$ cat src/rtl/core/phdc_pkg.sv
`default_nettype none

package phdc_pkg;

   // Configuration port
   localparam int CSR_IDX_W  = 3;
   localparam int CSR_DATA_W = 16;

   localparam logic [CSR_IDX_W-1:0] CSR_TARGET_PH   = 3'd0;
   localparam logic [CSR_IDX_W-1:0] CSR_STEP_PH     = 3'd1;
   localparam logic [CSR_IDX_W-1:0] CSR_ACID_FLOW   = 3'd2;
   localparam logic [CSR_IDX_W-1:0] CSR_BASE_FLOW   = 3'd3;
   localparam logic [CSR_IDX_W-1:0] CSR_ACID_LIMIT  = 3'd4;
   localparam logic [CSR_IDX_W-1:0] CSR_BASE_LIMIT  = 3'd5;
   localparam logic [CSR_IDX_W-1:0] CSR_BASE_PRESENT = 3'd6;

   // Register reset values
   localparam logic [10:0] TARGET_PH_RST  = 11'd720;
   localparam logic [10:0] STEP_PH_RST    = 11'd10;
   localparam logic [9:0]  FLOW_RST       = 10'd0;
   localparam logic [15:0] DAY_LIMIT_RST  = 16'd500;

   // Timing defaults
   localparam int unsigned REGULATION_CYCLE_S_DEF = 600;
   localparam int unsigned TICK_PERIOD_S_DEF      = 10;

   // Divide by 60 through a reciprocal: exact for products below 2^16
   localparam int unsigned RECIP_60    = 69906;
   localparam int unsigned RECIP_SHIFT = 22;

   // Duty percentages
   localparam int unsigned PCT_20  = 20;
   localparam int unsigned PCT_50  = 50;
   localparam int unsigned PCT_75  = 75;
   localparam int unsigned PCT_80  = 80;
   localparam int unsigned PCT_25  = 25;
   localparam int unsigned PCT_100 = 100;

   // Step codes
   localparam logic [2:0] STEP_NONE = 3'd0;
   localparam logic [2:0] STEP_20   = 3'd1;
   localparam logic [2:0] STEP_50   = 3'd2;
   localparam logic [2:0] STEP_75   = 3'd3;
   localparam logic [2:0] STEP_100  = 3'd4;

   // Phase codes seen on the result word
   localparam logic [2:0] CTRL_IDLE     = 3'd0;
   localparam logic [2:0] CTRL_ACID_ON  = 3'd1;
   localparam logic [2:0] CTRL_ACID_OFF = 3'd2;
   localparam logic [2:0] CTRL_BASE_ON  = 3'd3;
   localparam logic [2:0] CTRL_BASE_OFF = 3'd4;

   typedef enum logic [4:0] {
      PHASE_IDLE     = 5'b00001,
      PHASE_ACID_ON  = 5'b00010,
      PHASE_ACID_OFF = 5'b00100,
      PHASE_BASE_ON  = 5'b01000,
      PHASE_BASE_OFF = 5'b10000
   } phase_type;

   typedef struct packed {
      logic [10:0] ph_centi;
      logic        chlor_idle;
      logic        filter_in_auto;
      logic        filter_running;
      logic        acid_tank_ok;
      logic        base_tank_ok;
      logic        acid_mode_auto;
      logic        base_mode_auto;
      logic        clear_daily;
   } req_word_type;

   typedef struct packed {
      logic        acid_pump_on;
      logic        base_pump_on;
      logic [2:0]  control_phase;
      logic [2:0]  chosen_step;
      logic [31:0] acid_daily_ul;
      logic [31:0] base_daily_ul;
   } rsp_word_type;

   // Quantize a signed pH error into a duty step
   function automatic logic [2:0] step_for(input logic signed [13:0] err,
                                           input logic [10:0] step);
      logic signed [13:0] s1;
      logic signed [13:0] s2;
      logic signed [13:0] s3;
      logic [2:0]         res;
      s1 = $signed({3'b000, step});
      s2 = s1 <<< 1;
      s3 = s1 + s2;
      if (err > s3)
         res = STEP_100;
      else if (err > s2)
         res = STEP_75;
      else if (err > s1)
         res = STEP_50;
      else if (err > 14'sd0)
         res = STEP_20;
      else
         res = STEP_NONE;
      return res;
   endfunction

   function automatic logic [2:0] phase_code(input phase_type ph);
      logic [2:0] res;
      case (ph)
         PHASE_ACID_ON:  res = CTRL_ACID_ON;
         PHASE_ACID_OFF: res = CTRL_ACID_OFF;
         PHASE_BASE_ON:  res = CTRL_BASE_ON;
         PHASE_BASE_OFF: res = CTRL_BASE_OFF;
         default:        res = CTRL_IDLE;
      endcase
      return res;
   endfunction

endpackage

`default_nettype wire

$ cat src/rtl/core/phdc_req_if.sv
`default_nettype none

interface phdc_req_if
   import phdc_pkg::*;
   ();
   logic         valid;
   logic         ready;
   req_word_type data;

   modport source (output valid, output data, input ready);
   modport sink   (input valid, input data, output ready);
endinterface

`default_nettype wire

$ cat src/rtl/core/phdc_rsp_if.sv
`default_nettype none

interface phdc_rsp_if
   import phdc_pkg::*;
   ();
   logic         valid;
   logic         ready;
   rsp_word_type data;

   modport source (output valid, output data, input ready);
   modport sink   (input valid, input data, output ready);
endinterface

`default_nettype wire

$ cat src/rtl/core/ph_dosing_duty_controller_core.sv
`default_nettype none

// Channel   Dir  Handshake     Word
// req_ch    in   valid/ready   one control tick: pH and permission flags
// rsp_ch    out  valid/ready   pump drives, phase, chosen step, daily volumes
// csr_*     in   write enable  index + 16-bit data, no read-back
//
// One word per cycle sustained while rsp_ch is ready: a tick goes through the
// input register, one pass of the control logic, and the result register.
// Controller state updates when a tick moves from input to result register.
// Reset (synchronous) returns the registers to defaults and the phase to idle.
// A stalled result holds; the input register still takes a word if the
// result register drains in the same cycle.

module ph_dosing_duty_controller_core
   import phdc_pkg::*;
#(
   parameter int unsigned REGULATION_CYCLE_S = REGULATION_CYCLE_S_DEF,
   parameter int unsigned TICK_PERIOD_S      = TICK_PERIOD_S_DEF
) (
   input  wire logic                  clock,
   input  wire logic                  reset,
   phdc_req_if.sink                   req_ch,
   phdc_rsp_if.source                 rsp_ch,
   input  wire logic                  csr_we,
   input  wire logic [CSR_IDX_W-1:0]  csr_index,
   input  wire logic [CSR_DATA_W-1:0] csr_wdata
);

   // Period lengths in ticks
   localparam logic [15:0] ON_T20   = 16'(((REGULATION_CYCLE_S * PCT_20) / 100) / TICK_PERIOD_S);
   localparam logic [15:0] ON_T50   = 16'(((REGULATION_CYCLE_S * PCT_50) / 100) / TICK_PERIOD_S);
   localparam logic [15:0] ON_T75   = 16'(((REGULATION_CYCLE_S * PCT_75) / 100) / TICK_PERIOD_S);
   localparam logic [15:0] ON_T100  = 16'(((REGULATION_CYCLE_S * PCT_100) / 100) / TICK_PERIOD_S);
   localparam logic [15:0] OFF_T20  = 16'(((REGULATION_CYCLE_S * PCT_80) / 100) / TICK_PERIOD_S);
   localparam logic [15:0] OFF_T50  = 16'(((REGULATION_CYCLE_S * PCT_50) / 100) / TICK_PERIOD_S);
   localparam logic [15:0] OFF_T75  = 16'(((REGULATION_CYCLE_S * PCT_25) / 100) / TICK_PERIOD_S);

   // Volume per tick = flow * K / 60, split into whole and fractional parts
   localparam int unsigned VOL_K  = TICK_PERIOD_S * 1000;
   localparam int unsigned VOL_Q  = VOL_K / 60;
   localparam int unsigned VOL_R  = VOL_K % 60;
   localparam int unsigned VOL_RM = VOL_R * RECIP_60;

   // Configuration registers
   logic [10:0] target_ph_ff;
   logic [10:0] step_ph_ff;
   logic [9:0]  acid_flow_ff;
   logic [9:0]  base_flow_ff;
   logic [15:0] acid_limit_ff;
   logic [15:0] base_limit_ff;
   logic        base_present_ff;

   always_ff @(posedge clock) begin
      if (reset) begin
         target_ph_ff    <= TARGET_PH_RST;
         step_ph_ff      <= STEP_PH_RST;
         acid_flow_ff    <= FLOW_RST;
         base_flow_ff    <= FLOW_RST;
         acid_limit_ff   <= DAY_LIMIT_RST;
         base_limit_ff   <= DAY_LIMIT_RST;
         base_present_ff <= 1'b0;
      end else if (csr_we) begin
         case (csr_index)
            CSR_TARGET_PH:    target_ph_ff    <= csr_wdata[10:0];
            CSR_STEP_PH:      step_ph_ff      <= csr_wdata[10:0];
            CSR_ACID_FLOW:    acid_flow_ff    <= csr_wdata[9:0];
            CSR_BASE_FLOW:    base_flow_ff    <= csr_wdata[9:0];
            CSR_ACID_LIMIT:   acid_limit_ff   <= csr_wdata;
            CSR_BASE_LIMIT:   base_limit_ff   <= csr_wdata;
            CSR_BASE_PRESENT: base_present_ff <= csr_wdata[0];
            default: ;
         endcase
      end
   end

   // Handshake and pipeline registers
   logic         in_valid_ff;
   req_word_type in_word_ff;
   logic         out_valid_ff;
   rsp_word_type out_word_ff;
   rsp_word_type out_word_in;
   logic         adv;

   assign adv          = in_valid_ff && (!out_valid_ff || rsp_ch.ready);
   assign req_ch.ready = !in_valid_ff || adv;
   assign rsp_ch.valid = out_valid_ff;
   assign rsp_ch.data  = out_word_ff;

   always_ff @(posedge clock) begin
      if (reset) begin
         in_valid_ff  <= 1'b0;
         out_valid_ff <= 1'b0;
      end else begin
         if (req_ch.ready)
            in_valid_ff <= req_ch.valid;
         if (adv)
            out_valid_ff <= 1'b1;
         else if (rsp_ch.ready)
            out_valid_ff <= 1'b0;
      end
   end

   always_ff @(posedge clock) begin
      if (req_ch.ready && req_ch.valid)
         in_word_ff <= req_ch.data;
      if (adv)
         out_word_ff <= out_word_in;
   end

   // Controller state
   phase_type   phase_ff, phase_in;
   logic [15:0] on_left_ff, on_left_in;
   logic [15:0] off_left_ff, off_left_in;
   logic [31:0] acid_total_ff, acid_total_in;
   logic [31:0] base_total_ff, base_total_in;

   always_ff @(posedge clock) begin
      if (reset) begin
         phase_ff      <= PHASE_IDLE;
         on_left_ff    <= '0;
         off_left_ff   <= '0;
         acid_total_ff <= '0;
         base_total_ff <= '0;
      end else if (adv) begin
         phase_ff      <= phase_in;
         on_left_ff    <= on_left_in;
         off_left_ff   <= off_left_in;
         acid_total_ff <= acid_total_in;
         base_total_ff <= base_total_in;
      end
   end

   // Permission flags from the tick
   logic common_ok, acid_perm, base_perm;

   assign common_ok = in_word_ff.chlor_idle && in_word_ff.filter_in_auto &&
                      in_word_ff.filter_running;
   assign acid_perm = common_ok && in_word_ff.acid_tank_ok && in_word_ff.acid_mode_auto;
   assign base_perm = common_ok && in_word_ff.base_tank_ok && in_word_ff.base_mode_auto &&
                      base_present_ff;

   // Daily totals after an optional clear
   logic [31:0] acid_start, base_start;

   assign acid_start = in_word_ff.clear_daily ? 32'd0 : acid_total_ff;
   assign base_start = in_word_ff.clear_daily ? 32'd0 : base_total_ff;

   // Volume increment per tick
   logic [39:0] acid_frac, base_frac;
   logic [31:0] acid_inc, base_inc;

   assign acid_frac = 40'(acid_flow_ff) * 40'(VOL_RM);
   assign base_frac = 40'(base_flow_ff) * 40'(VOL_RM);
   assign acid_inc  = 32'(acid_flow_ff) * 32'(VOL_Q) + 32'(acid_frac >> RECIP_SHIFT);
   assign base_inc  = 32'(base_flow_ff) * 32'(VOL_Q) + 32'(base_frac >> RECIP_SHIFT);

   // Saturating add
   logic [32:0] acid_sum, base_sum;
   logic [31:0] acid_sat, base_sat;

   assign acid_sum = {1'b0, acid_start} + {1'b0, acid_inc};
   assign base_sum = {1'b0, base_start} + {1'b0, base_inc};
   assign acid_sat = acid_sum[32] ? '1 : acid_sum[31:0];
   assign base_sat = base_sum[32] ? '1 : base_sum[31:0];

   // Volume only grows while the matching pump runs
   assign acid_total_in = (phase_ff == PHASE_ACID_ON) ? acid_sat : acid_start;
   assign base_total_in = (phase_ff == PHASE_BASE_ON) ? base_sat : base_start;

   // Daily limit check against the updated totals
   logic [25:0] acid_lim_ul, base_lim_ul;
   logic        acid_ok, base_ok;

   assign acid_lim_ul = 26'(acid_limit_ff) * 26'(1000);
   assign base_lim_ul = 26'(base_limit_ff) * 26'(1000);
   assign acid_ok     = acid_perm && (acid_total_in <= 32'(acid_lim_ul));
   assign base_ok     = base_perm && (base_total_in <= 32'(base_lim_ul));

   // pH error and step choice
   logic signed [13:0] acid_err, base_err;
   logic [2:0]         acid_step, base_step;

   assign acid_err  = 14'($signed({1'b0, in_word_ff.ph_centi}) -
                          $signed({1'b0, target_ph_ff}));
   assign base_err  = -acid_err;
   assign acid_step = step_for(acid_err, step_ph_ff);
   assign base_step = step_for(base_err, step_ph_ff);

   // Next phase and counters
   logic [2:0]  chosen;
   logic [15:0] on_load, off_load;
   logic        on_done, off_done;

   assign on_done  = on_left_ff <= 16'd1;
   assign off_done = off_left_ff <= 16'd1;

   always_comb begin
      case (chosen)
         STEP_20: begin
            on_load  = ON_T20;
            off_load = OFF_T20;
         end
         STEP_50: begin
            on_load  = ON_T50;
            off_load = OFF_T50;
         end
         STEP_75: begin
            on_load  = ON_T75;
            off_load = OFF_T75;
         end
         STEP_100: begin
            on_load  = ON_T100;
            off_load = 16'd0;
         end
         default: begin
            on_load  = 16'd0;
            off_load = 16'd0;
         end
      endcase
   end

   always_comb begin
      phase_in    = phase_ff;
      on_left_in  = on_left_ff;
      off_left_in = off_left_ff;
      chosen      = STEP_NONE;
      case (phase_ff)
         PHASE_ACID_ON, PHASE_BASE_ON: begin
            if (on_done) begin
               on_left_in = 16'd0;
               phase_in   = (phase_ff == PHASE_ACID_ON) ? PHASE_ACID_OFF : PHASE_BASE_OFF;
            end else begin
               on_left_in = on_left_ff - 16'd1;
            end
            if ((phase_ff == PHASE_ACID_ON) ? !acid_ok : !base_ok)
               phase_in = PHASE_IDLE;
         end
         PHASE_ACID_OFF, PHASE_BASE_OFF: begin
            if (off_done) begin
               off_left_in = 16'd0;
               phase_in    = PHASE_IDLE;
            end else begin
               off_left_in = off_left_ff - 16'd1;
            end
            if ((phase_ff == PHASE_ACID_OFF) ? !acid_ok : !base_ok)
               phase_in = PHASE_IDLE;
         end
         default: begin
            // idle: acid has priority, base only when acid is not permitted or over its daily limit
            phase_in = PHASE_IDLE;
            if (acid_ok) begin
               chosen = acid_step;
               if (acid_step != STEP_NONE)
                  phase_in = PHASE_ACID_ON;
            end else if (base_ok) begin
               chosen = base_step;
               if (base_step != STEP_NONE)
                  phase_in = PHASE_BASE_ON;
            end
            if (chosen != STEP_NONE) begin
               on_left_in  = on_load;
               off_left_in = off_load;
            end
         end
      endcase
   end

   // Result word
   always_comb begin
      out_word_in.acid_pump_on  = phase_in == PHASE_ACID_ON;
      out_word_in.base_pump_on  = phase_in == PHASE_BASE_ON;
      out_word_in.control_phase = phase_code(phase_in);
      out_word_in.chosen_step   = chosen;
      out_word_in.acid_daily_ul = acid_total_in;
      out_word_in.base_daily_ul = base_total_in;
   end

   // Checks
   a_pumps_exclusive: assert property (@(posedge clock) disable iff (reset)
      out_valid_ff |-> !(out_word_ff.acid_pump_on && out_word_ff.base_pump_on))
      else $error("both pumps driven");

   a_step_starts_pump: assert property (@(posedge clock) disable iff (reset)
      (out_valid_ff && out_word_ff.chosen_step != STEP_NONE) |->
         (out_word_ff.acid_pump_on || out_word_ff.base_pump_on))
      else $error("step chosen without a pump starting");

   a_acid_total_grows: assert property (@(posedge clock) disable iff (reset)
      (adv && !in_word_ff.clear_daily) |=> (acid_total_ff >= $past(acid_total_ff)))
      else $error("acid daily volume dropped without a clear");

   a_input_held: assert property (@(posedge clock) disable iff (reset)
      (in_valid_ff && !adv) |=> (in_valid_ff && $stable(in_word_ff)))
      else $error("input register lost a pending word");

endmodule

`default_nettype wire

$ cat src/flat_wrapper.sv
// flat-port wrapper written by rule: the top's interface ports become plain ports
module ph_dosing_duty_controller_core_flat import phdc_pkg::*;
#(
   parameter int unsigned REGULATION_CYCLE_S = REGULATION_CYCLE_S_DEF,
   parameter int unsigned TICK_PERIOD_S      = TICK_PERIOD_S_DEF
)
  (clock, reset, csr_we, csr_index, csr_wdata, req_ch_valid, req_ch_data, req_ch_ready, rsp_ch_valid, rsp_ch_data, rsp_ch_ready);
  phdc_req_if req_ch_i ();
  phdc_rsp_if rsp_ch_i ();
  input  wire logic clock;
  input  wire logic reset;
  input  wire logic csr_we;
  input  wire logic [CSR_IDX_W-1:0] csr_index;
  input  wire logic [CSR_DATA_W-1:0] csr_wdata;
  input wire logic [$bits(req_ch_i.valid)-1:0] req_ch_valid;
  input wire logic [$bits(req_ch_i.data)-1:0] req_ch_data;
  output wire logic [$bits(req_ch_i.ready)-1:0] req_ch_ready;
  output wire logic [$bits(rsp_ch_i.valid)-1:0] rsp_ch_valid;
  output wire logic [$bits(rsp_ch_i.data)-1:0] rsp_ch_data;
  input wire logic [$bits(rsp_ch_i.ready)-1:0] rsp_ch_ready;
  assign req_ch_i.valid = req_ch_valid;
  assign req_ch_i.data = req_ch_data;
  assign req_ch_ready = req_ch_i.ready;
  assign rsp_ch_valid = rsp_ch_i.valid;
  assign rsp_ch_data = rsp_ch_i.data;
  assign rsp_ch_i.ready = rsp_ch_ready;
  ph_dosing_duty_controller_core #(.REGULATION_CYCLE_S(REGULATION_CYCLE_S), .TICK_PERIOD_S(TICK_PERIOD_S)) u_core (.clock(clock), .reset(reset), .req_ch(req_ch_i), .rsp_ch(rsp_ch_i), .csr_we(csr_we), .csr_index(csr_index), .csr_wdata(csr_wdata));
endmodule
$ cat config.mk
export PLATFORM = sky130hd
export DESIGN_NAME = ph_dosing_duty_controller_core_flat
export DESIGN_NICKNAME = d
export VERILOG_FILES = /design/src/rtl/core/phdc_pkg.sv /design/src/rtl/core/phdc_req_if.sv /design/src/rtl/core/phdc_rsp_if.sv /design/src/rtl/core/ph_dosing_duty_controller_core.sv /design/src/flat_wrapper.sv
export SDC_FILE = /design/constraint.sdc
export NUM_CORES = 1
export LEC_CHECK = 0
export ABC_CLOCK_PERIOD_IN_PS = 12850
export BUFFER_PORTS_ARGS = -buffer_cell sky130_fd_sc_hd__buf_2
export CAP_MARGIN = 10
export CORE_ASPECT_RATIO = 1.2
export CORE_UTILIZATION = 25
export CTS_CLUSTER_DIAMETER = 200
export DETAILED_ROUTE_END_ITERATION = 10
export PLACE_DENSITY_LB_ADDON = 0.2
export SKIP_CTS_REPAIR_TIMING = 1
export SLEW_MARGIN = 30
export SYNTH_ARGS = -nofsm -noshare
export SYNTH_HDL_FRONTEND = slang
export SYNTH_SLANG_ARGS = --single-unit
$ cat constraint.sdc
create_clock -name clock -period 12.85 [get_ports clock]
set_input_delay 1.285 -clock clock [delete_from_list [all_inputs] [get_ports clock]]
set_output_delay 1.285 -clock clock [all_outputs]
set_load 0.01 [all_outputs]
==> results.json <==
{
  "status": "completed",
  "antenna_found_initial": 12,
  "cts_sinks": 269,
  "grt-ovfl-total": 0,
  "placed_cell_area_mm2": 0.0326,
  "ios": 117,
  "cts_root_buffer": "clkbuf_16",
  "critPathSlowestCell": "or4_1",
  "ant_nets": 0,
  "num_rows": 138,
  "min_path_type": "reg2reg",
  "post-layout-total-power_w": 0.00303,
  "ys_top_cells_by_area": "ha_1, fa_1, dfxtp_1",
  "powerDensity_mw_per_mm2": 88.9,
  "ir_drop_mv": 0.0851,
  "portBuffers": 116,
  "cts_tree": "done",
  "hold_viol_final": 0,
  "max_freq_ghz": 0.0823,
  "ys_warn_count": 0,
  "die_x_um": 317,
  "finalCritPeriodShare": 0.946,
  "leakage_nw": 15.8,
  "slew-limit-headroom": 0.394,
  "nets": 4343,
  "cp_common_cell": "ha_1",
  "final_cell_mix": "ha_1, nand2_1, inv_1",
  "grt_pass1_wl_mm": 143,
  "crit_type": "reg2reg",
  "seq_power_share": 0.306,
  "cp-start-kind": "flop",
  "first_pass_iters": 5,
  "cp-end-kind": "flop",
  "drv_slew": 0,
  "area_delta_synth_final_pct": 14.6,
  "drcViolationCount": 0,
  "synth-edff-count": 91,
  "layout_commonest_cell": "ha_1",
  "synth_ff_type": "dfxtp_1",
  "p_switching_w": 0.00111,
  "drive_above_1_share": 0.0970,
  "whs_ps": 449,
  "clock_skew_ps": 35.8,
  "drt_wl_total_mm": 91.6,
  "netSwitchingFraction": 0.367,
  "core_mm2": 0.118,
  "num_vias": 24052,
  "die-height_um": 380,
  "grt_max_degree": 83,
  "crit_required_ps": 13340,
  "clk_latency_ps": 590,
  "htree_num_levels": 2,
  "power.share.clock": 0.338,
  "synthDistinctLibCells": 97,
  "finalSetupViolations": 0,
  "intPower_w": 0.00192,
  "dp_hpwl_mm": 73.9,
  "tns_ps": 0,
  "ys_seq_elements": 269,
  "clkTransAtPathRegs_ps": 70,
  "comb_power_share": 0.356,
  "finalWeightedCongestion": 0.841,
  "synth_top_cell_area_share": 0.222,
  "synth_top_cell_by_area": "ha_1",
  "maxCapViolCount": 0,
  "final_area_mm2": 0.0341,
  "fin_crit_ps": 12150,
  "slowest_delay_ps": 560,
  "die-area_mm2": 0.120,
  "syn_area_per_cell_um2": 8.74,
  "drt-initial-drc-count": 1207,
  "syn-num-nets": 4180,
  "wl_per_cell_um": 17.8,
  "ys_seq_area_frac": 0.211,
  "grt_usage": 0.153,
  "start_util": 0.252,
  "syn_inst": 3405,
  "synthArstFlopShare": 0,
  "tightest_slew_ps": 897,
  "cts_made_buffers": 37,
  "clock_path_buffers": 3,
  "cp_max_fo": 14,
  "netlist_area_mm2": 0.0298,
  "grt_pass1_vias": 24705,
  "cp.arrival_ps": 12650,
  "vias_per_cell": 4.68
}
[logic make-up after synthesis]
logic type	after synthesis	synth area share
AOI/OAI and AO/OA	723	0.151
xor gates and xnor gates	181	0.0532
adders and majority gates	732	0.359
buffers and inverters	450	0.0575
DFF	269	0.211
muxes	10	0.00387
and+or+nand+nor	1040	0.164
[cell type report]
| cell class | instances | area (um2) |
|---|---|---|
| antenna | 2 | 5.00 |
| inverter | 370 | 1400 |
| clock buffer | 53 | 1060 |
| sequential | 269 | 6300 |
| tap | 1540 | 1930 |
| clock inverter | 15 | 109 |
| fill | 12713 | 84000 |
| timing repair buffer | 204 | 1280 |
| multi-input combinational | 2686 | 22000 |
[power groups by stage]
| stage | Sequential, W | Combinational [W] | Clock [W] |
|---|---|---|---|
| after global placement | 0.000947 | 0.00107 | 0 |
| after CTS | 0.000928 | 0.00108 | 0.00107 |
| final | 0.000927 | 0.00108 | 0.00103 |
| after floorplan | 0.000944 | 0.000777 | 0 |
| after global routing | 0.000931 | 0.00124 | 0.00109 |
| after detailed placement | 0.000946 | 0.00107 | 0 |
[state kept, by name, summed over array words and instances (netlist names), 5 cells and up]
| signal | count |
|---|---|
| u_core.acid_total_ff | 32 |
| u_core.base_limit_ff | 16 |
| u_core.in_word_ff | 19 |
| u_core.acid_limit_ff | 16 |
| u_core.base_total_ff | 32 |
| u_core.rsp_ch.data | 72 |
| u_core.target_ph_ff | 11 |
| u_core.on_left_ff | 16 |
| u_core.step_ph_ff | 11 |
| u_core.phase_ff | 5 |
| u_core.off_left_ff | 16 |
| u_core.acid_flow_ff | 10 |
| u_core.base_flow_ff | 10 |
[path summary, 6_finish.rpt]
path / from / endpoint / slack, ps / cells after the start
max: u_core.acid_flow_ff[7]$_SDFFE_PP0P_ / u_core.off_left_ff[6]$_SDFFE_PP0P_ / 700 / 50
min: u_core.base_total_ff[16]$_SDFFE_PP0P_ / u_core.base_total_ff[16]$_SDFFE_PP0P_ / 450 / 2
max reg2reg: u_core.acid_flow_ff[7]$_SDFFE_PP0P_ / u_core.off_left_ff[6]$_SDFFE_PP0P_ / 700 / 50
min reg2reg: u_core.base_total_ff[16]$_SDFFE_PP0P_ / u_core.base_total_ff[16]$_SDFFE_PP0P_ / 450 / 2
[metal layers]
layer / part of all wire / global-route usage / up-vias
met5: 0.00056 / 0 / -
met4: 0.026 / 0.0406 / 8
met3: 0.036 / 0.0205 / 110
met2: 0.49 / 0.268 / 353
met1: 0.45 / 0.194 / 11397
li1: - / - / 12184
[through the flow]
| stage | worst slack (ps) | instances | utilization |
|---|---|---|---|
| after floorplan | 1220 | 3405 | - |
| final | 697 | 5139 | 0.289 |
| after global placement | -688 | 5055 | 0.276 |
| after CTS | -803 | 5123 | 0.286 |
| after global routing | -10.6 | 5138 | 0.289 |
| after detailed placement | -716 | 5055 | 0.276 |
[cell usage after synthesis, drive strengths merged (19+ instances only)]
cell,count
dfxtp,178
a31oi,47
a211oi,34
inv,369
nor3,88
edfxtp,91
o21bai,31
nand4,36
nor2b,74
nand2b,25
a21oi,284
clkbuf,73
o211ai,20
nand3,73
xor2,62
xnor2,119
fa,204
nor2,243
ha,528
a21o,46
o21ai,143
o21a,19
nand2,376
and3,26
[worst max-delay path, delay by kind of cell (launching register included)]
kind	cells	cell delay, ps
adder cells (fa/ha/maj)	9	3460
buffers and inverters	6	810
AO/OA/AOI/OAI	22	4380
AND/OR/NAND/NOR	11	2810
flip-flops	1	350
XOR/XNOR	2	250
Note: power is estimated with default switching activity, not from simulation.
